File: src/hw/rtl/tlpu_fifo.sv
// Small register queue used between the front end and back end and on the result side.
// Does not use tlpu_pkg; the parent hands in the word width.
module tlpu_fifo #(
   parameter int Depth = 4,
   parameter int Width = 8
) (
   input  logic             clock,
   input  logic             reset,
   input  logic             push,
   input  logic [Width-1:0] push_data,
   output logic             full,
   input  logic             pop,
   output logic [Width-1:0] pop_data,
   output logic             empty
);
   localparam int PtrWidth = (Depth > 1) ? $clog2(Depth) : 1;

   logic [Width-1:0]    entry_ff [Depth];
   logic [PtrWidth-1:0] wr_ptr_ff, wr_ptr_in, rd_ptr_ff, rd_ptr_in;
   logic [PtrWidth:0]   fill_ff, fill_in;
   logic                do_push, do_pop;

   assign full     = (fill_ff == (PtrWidth+1)'(Depth));
   assign empty    = (fill_ff == '0);
   assign do_push  = push && !full;
   assign do_pop   = pop && !empty;
   assign pop_data = entry_ff[rd_ptr_ff];

   always_comb begin
      wr_ptr_in = wr_ptr_ff;
      rd_ptr_in = rd_ptr_ff;
      if (do_push) begin
         wr_ptr_in = (wr_ptr_ff == PtrWidth'(Depth-1)) ? '0 : wr_ptr_ff + 1'b1;
      end
      if (do_pop) begin
         rd_ptr_in = (rd_ptr_ff == PtrWidth'(Depth-1)) ? '0 : rd_ptr_ff + 1'b1;
      end
      fill_in = fill_ff + (PtrWidth+1)'(do_push) - (PtrWidth+1)'(do_pop);
   end

   always_ff @(posedge clock) begin
      if (reset) begin
         wr_ptr_ff <= '0;
         rd_ptr_ff <= '0;
         fill_ff   <= '0;
      end else begin
         wr_ptr_ff <= wr_ptr_in;
         rd_ptr_ff <= rd_ptr_in;
         fill_ff   <= fill_in;
      end
   end

   always_ff @(posedge clock) begin
      if (do_push) begin
         entry_ff[wr_ptr_ff] <= push_data;
      end
   end
endmodule

File: config.mk
export PLATFORM = sky130hd
export DESIGN_NAME = tlpu_fifo
export DESIGN_NICKNAME = d
export VERILOG_FILES = /design/src/hw/rtl/tlpu_fifo.sv
export SDC_FILE = /design/constraint.sdc
export NUM_CORES = 1
export LEC_CHECK = 0
export BUFFER_PORTS_ARGS = -buffer_cell sky130_fd_sc_hd__buf_2
export CAP_MARGIN = 20
export CORE_MARGIN = 3
export CORE_UTILIZATION = 25
export DETAILED_ROUTE_END_ITERATION = 8
export SYNTH_ARGS = -nofsm -noshare
export SYNTH_HDL_FRONTEND = slang
export SYNTH_SLANG_ARGS = --single-unit
File: constraint.sdc
create_clock -name clock -period 2.71 [get_ports clock]
set_input_delay 0.542 -clock clock [delete_from_list [all_inputs] [get_ports clock]]
set_output_delay 0.542 -clock clock [all_outputs]
set_load 0.02 [all_outputs]
==> results of run 1 <==
==> logic make-up after synthesis <==
family	count (synthesis)	share of synthesized area (%)
flops	41	69.7
simple gates	16	5.73
buf+inv	11	3.06
mux	9	11.6
fa+ha+maj	8	6.57
compound gates	5	2.29
xor+xnor	2	1.07
==> layout make-up <==
class	count	area (um2)
fill	592	4210
sequential	41	1140
multi-input combinational	40	447
timing repair buffer	21	105
tap	75	93.8
clock buffer	5	68.8
clock inverter	2	35.0
inverter	8	30.0
==> flip-flops by register name, summed over array words and instances (netlist names), named ones only <==
name	flops
entry_ff	32
fill_ff	3
rd_ptr_ff	2
wr_ptr_ff	2
==> through the flow <==
| step | setup WS [ns] | instances |
|---|---|---|
| final | 0.297 | 192 |
| after CTS | 0.287 | 192 |
| after detailed placement | 0.309 | 185 |
| after global placement | 0.433 | 185 |
| after global routing | 0.133 | 192 |
| after floorplan | 0.524 | 92 |
==> critical path: cells and delay by family, from the launching register on <==
| family | cells | cell delay, ns |
|---|---|---|
| XOR/XNOR | 2 | 0.37 |
| adder cells (fa/ha/maj) | 3 | 0.69 |
| buffers and inverters | 2 | 0.09 |
| flip-flops | 1 | 0.39 |
| AND/OR/NAND/NOR | 3 | 0.77 |
==> power by group <==
part / internal (mW) / switching, mW
clock network: 0.268 / 0.196
registers: 0.766 / 0.0675
logic: 0.201 / 0.234
total: 1.23 / 0.497
==> synth_stat cells (all sizes together), types with 3 or more instances <==
cell | instances | share of area, %
edfxtp | 32 | 59
dfxtp | 9 | 11
inv | 8 | 1.8
mux4 | 8 | 11
ha | 7 | 5.3
and3 | 4 | 1.6
buf | 3 | 1.2
==> metal layers <==
| layer | part of all wire, % | vias to the layer above |
|---|---|---|
| met2 | 50 | 21 |
| met4 | 0.90 | 0 |
| met3 | 8.2 | 2 |
| li1 | - | 392 |
| met5 | 0 | - |
| met1 | 41 | 400 |
==> worst paths after layout <==
path                         end  slack, ns  cells after the start
setup reg to reg      fill_ff[2]       0.30                     10
setup / recovery      fill_ff[2]       0.30                     10
hold / removal    entry_ff[2][0]       0.47                      1
hold reg to reg     rd_ptr_ff[0]       0.50                      2
==> impl_results.md, run 1 <==
* Pleak at roughly 0.7 nW
* Kind of start point of the critical path: flip-flop
* Hold_ws at 0.468 ns
* Port Buffer Count at 21
* # IOs at 22
* Hold Vio Cnt, Final at 0
* Share of cells above drive strength 1 at 33.3%
* Total power at 1.73 mW
* Relative slew margins at approximately three fifths
* Cts hold-fix bufs at 0
* Synthesized netlist cell count at just over 90
* Number of CTS-inserted buffers at 5
* Final setup violating endpoints at 0
* Final WL at 2.78 mm
* Register area share after synthesis at 69.7%
* Resized cells post-CTS at 0
* DRT Pass-1 Iters at 4
* Row Count at 28
* WL per Instance at ~14 um
* Detailed placement HPWL at 1.94 mm
* R2r startpoint: fill_ff[2]
* Core Util, Final at 31.3%
* Cell area after layout at 1920 um2
* Number of remaining DRC errors at 0
* DIE AREA at 7560 um2
* Hold Path Origin: push_data[0]
* Fmax at 414 MHz
* Core footprint at 6130 um2
* Die X at around 87 um
* Starting DRC count in detailed routing at 27
* Area growth syn-to-layout at 17.3%
* Initial core utilization at 26.7%
* Crit path launch: fill_ff[2]
* Die H at 86.9 um
* # nets final at 137
* Remaining global-route overflow at 0
* RSZ-0062 raised after global routing: no
* Min Tclk post-route at between 2 and 2.5 ns
* Maximum clock insertion buffer count at 2
* Critical path fanouts, max at 9
* Synth Warn # at 0
* Grt met1 use at 8.87%
* Synth Net Count at 112
* Critical Path RT at 2.89 ns
* RePlAce Congestion at approximately 0.7
* Outcome: finished, final reports clean
* Remaining antenna violation count after routing at 0
* Setup tns final at 0 ns
* Ordered cell list for the critical path: or3b_1 -> and2_4 -> inv_1 -> ha_1 -> inv_1 -> ha_1 -> fa_1 -> xnor2_1 -> xnor2_1 -> nor2_1
* GRT Total Usage at roughly 8.0%
* Post-CTS setup buffer count at 0
* WS Path Type: reg -> reg
* Post-Synthesis Cell Area at 1640 um2
* Reg clk slew, reported paths at 0.07 ns
* Ys async rst share at 0%
* CP max stage cell: or3b_1
* CTS tree: yes
* Peak supply drop at 0.366 mV
* Ant diodes at 0
* Post-DR vias/cell at between 4 and 5
* GRT met2 Usage at 12.3%
* Worst Clk Skew at 0.00338 ns
* Critical Path AT at 2.59 ns
* HP Class: in -> reg
* Commonest non-fill, non-tap cell in the layout: edfxtp_1
* H-tree lvl count at 2
* Slowest stage delay, CP at roughly 0.5 ns
* Largest net degree at the start of global routing at 13
* Post-place instance area at 1820 um2
* Period utilisation layout at 89.0%
* Power density cells at 902 nW/um2
* Average cell area after synthesis at 17.8 um2
* Max-Cap Viols at 0
* Vias in the first global route at 889
* Worst-skew pair later-pin latency at 0.29 ns
* Post-synth EDFFs at 32
* First-pass GRT wire length at 4.38 mm
* Pins Over Slew Limit at 0
* DR vias at 815
* Clk root buf: clkbuf_8
* Synth unique cells at 25
* GRT met3 Usage at 4.54%
* Initial antenna violation count at 0
* Most frequent cells in the layout: 32 x edfxtp_1, 21 x buf_2, 9 x dfxtp_1, 8 x inv_1, 8 x mux4_2
* Busiest grt layer: met2
* Worst Tran Pin Value at 0.579 ns
* Seq cells post-synth at 41
* Crit. End Element: flip-flop
* Post-synth top flop: edfxtp_1
* Clock sink total at 41
(Power assumes the default switching activity.)
==> inputs of run 2 (changes only) <==
--- a/config.mk
+++ b/config.mk
@@ -8,4 +8,5 @@
 export BUFFER_PORTS_ARGS = -buffer_cell sky130_fd_sc_hd__buf_2
 export CAP_MARGIN = 20
+export CORE_ASPECT_RATIO = 1.5
 export CORE_MARGIN = 3
 export CORE_UTILIZATION = 25
==> constraint.sdc (replaced) <==
create_clock -name clock -period 2.71 [get_ports clock]
set_input_delay 0.1355 -clock clock [delete_from_list [all_inputs] [get_ports clock]]
set_output_delay 0.1355 -clock clock [all_outputs]
set_load 0.02 [all_outputs]
==> impl_results.md, run 2 (synthesis gave the netlist of run 1 again) <==
* Outcome: finished, final reports clean
* # IOs at 22
* Worst-skew pair later-pin latency at 0.29 ns
* Resized cells post-CTS at 0
* Maximum clock insertion buffer count at 2
* Post-CTS setup buffer count at 0
* Largest registers: entry_ff x32, fill_ff x3
* DRT Pass-1 Iters at 4
* Power density cells at approximately 900 nW/um2
* Port Buffer Count at 21
* Ordered cell list for the critical path: or3b_1 -> and2_4 -> inv_1 -> ha_1 -> inv_1 -> ha_1 -> fa_1 -> xnor2_1 -> xnor2_1 -> nor2_1
* Worst Clk Skew at 0.00488 ns
* HP Class: in -> reg
* Fmax at 418 MHz
* Most frequent cells in the layout: 32 x edfxtp_1, 21 x buf_2, 9 x dfxtp_1, 8 x inv_1, 8 x mux4_2
* Critical Path AT at 2.57 ns
* Area growth syn-to-layout at 17.6%
* Number of remaining DRC errors at 0
* Worst Tran Pin Value at 0.558 ns
* Crit. End Element: flip-flop
* Die X at about 72 um
* Sw Pwr at 0.501 mW
* Final setup violating endpoints at 0
* Share of cells above drive strength 1 at 33.9%
* # nets final at approximately 140
* Reg2reg end: fill_ff[2]
* Vias in the first global route at 945
* Peak supply drop at 0.255 mV
* Hold Path Origin: push_data[1]
* Cts hold-fix bufs at 0
* Relative slew margins at 62.7%
* DIE AREA at about 7600 um2
* Remaining global-route overflow at 0
* Commonest non-fill, non-tap cell in the layout: edfxtp_1
* Internal power at 1.24 mW
* Die H at 105 um
* R2r startpoint: fill_ff[2]
* First-pass GRT wire length at around 4.5 mm
* Row Count at 35
* Final WL at between 2 and 3 mm
* Clk root buf: clkbuf_8
* CTS tree: yes
* Critical path fanouts, max at 9
* Starting DRC count in detailed routing at 49
* Sequential fraction of design power at 47.9%
* Clk pwr share at 26.6%
* Combinational power share at between 20% and 30%
* GRT Total Usage at 8.03%
* Period utilisation layout at 88.2%
* Worst R2R Path Depth at 10
* H-tree lvl count at 2
* Setup slack, reg-to-reg at 0.32 ns
* WL per Instance at around 15 um
* Detailed placement HPWL at 2.06 mm
* Initial antenna violation count at 0
* Pleak at 0.721 nW
* Biggest register: entry_ff
* Max FFs per register at 32
* Ant diodes at 0
* DR vias at ~860
* Hold path endpoint: entry_ff[3][1]
* Core footprint at 6260 um2
* Initial core utilization at about a quarter
* Hold_ws at 0.0627 ns
* Hold depth at 1
* Min Tclk post-route at 2.39 ns
* Max-Cap Viols at 0
* Kind of start point of the critical path: flip-flop
* Setup tns final at 0 ns
* Remaining antenna violation count after routing at 0
* RSZ-0062 raised after global routing: no
* Pins Over Slew Limit at 0
* CP max stage cell: or3b_1
* Post-DR vias/cell at between 4 and 5
* Hold Vio Cnt, Final at 0
* Largest net degree at the start of global routing at 13
* Number of CTS-inserted buffers at 5
* Critical Path RT at 2.89 ns
* Clock sink total at 41
* RePlAce Congestion at 0.717
* Reg clk slew, reported paths at 0.08 ns
* WS Path Type: reg -> reg
* Switching share of power at 28.7%
* Slowest stage delay, CP at 0.50 ns
==> run 2: layout make-up <==
type | count | area (um2)
Sequential cell | 41 | 1140
Fill cell | 634 | 4340
Clock buffer | 5 | 68.8
Clock inverter | 2 | 35.0
Inverter | 8 | 30.0
Tap cell | 74 | 92.6
Timing Repair Buffer | 22 | 113
Multi-Input combinational cell | 40 | 447
==> run 2: power by group through the flow <==
stage / clock network, mW / logic, mW / registers (mW)
after floorplan: 0 / 0.356 / 0.807
after global placement: 0 / 0.428 / 0.842
after detailed placement: 0 / 0.453 / 0.853
after CTS: 0.478 / 0.456 / 0.839
after global routing: 0.498 / 0.490 / 0.850
final: 0.464 / 0.445 / 0.836
==> run 2: through the flow <==
step                      total power [mW]  utilization (%)  std cells  area, um2  setup WS (ns)
final                                 1.74             30.8        192       1930          0.320
after global placement                1.27             29.1        185       1820          0.469
after global routing                  1.84             30.8        192       1930          0.152
after CTS                             1.77             30.8        192       1930          0.300
after floorplan                       1.16                -         92       1640          0.524
after detailed placement              1.31             29.1        185       1820          0.316
==> run 2: how the worst max path moves through the flow <==
stage	endpoint	from
floorplan	fill_ff[2]	fill_ff[2]
finish	fill_ff[2]	fill_ff[2]
global route	fill_ff[2]	fill_ff[2]
CTS	fill_ff[2]	fill_ff[2]
global placement	fill_ff[2]	fill_ff[2]
detailed placement	fill_ff[2]	fill_ff[2]
==> run 2: per-layer routing <==
layer	vias up	track usage (%)	share of wire, %
met5	-	0	0
met4	0	3.63	1.3
met3	4	3.66	6.5
met2	29	13.6	53
met1	429	8.24	39
li1	394	-	-
==> run 2: critical path: cells and delay by family (launching register included) <==
family	cells	cell delay (ns)
buffers and inverters	2	0.09
XOR/XNOR	2	0.33
adder cells (fa/ha/maj)	3	0.70
flip-flops	1	0.40
AND/OR/NAND/NOR	3	0.77
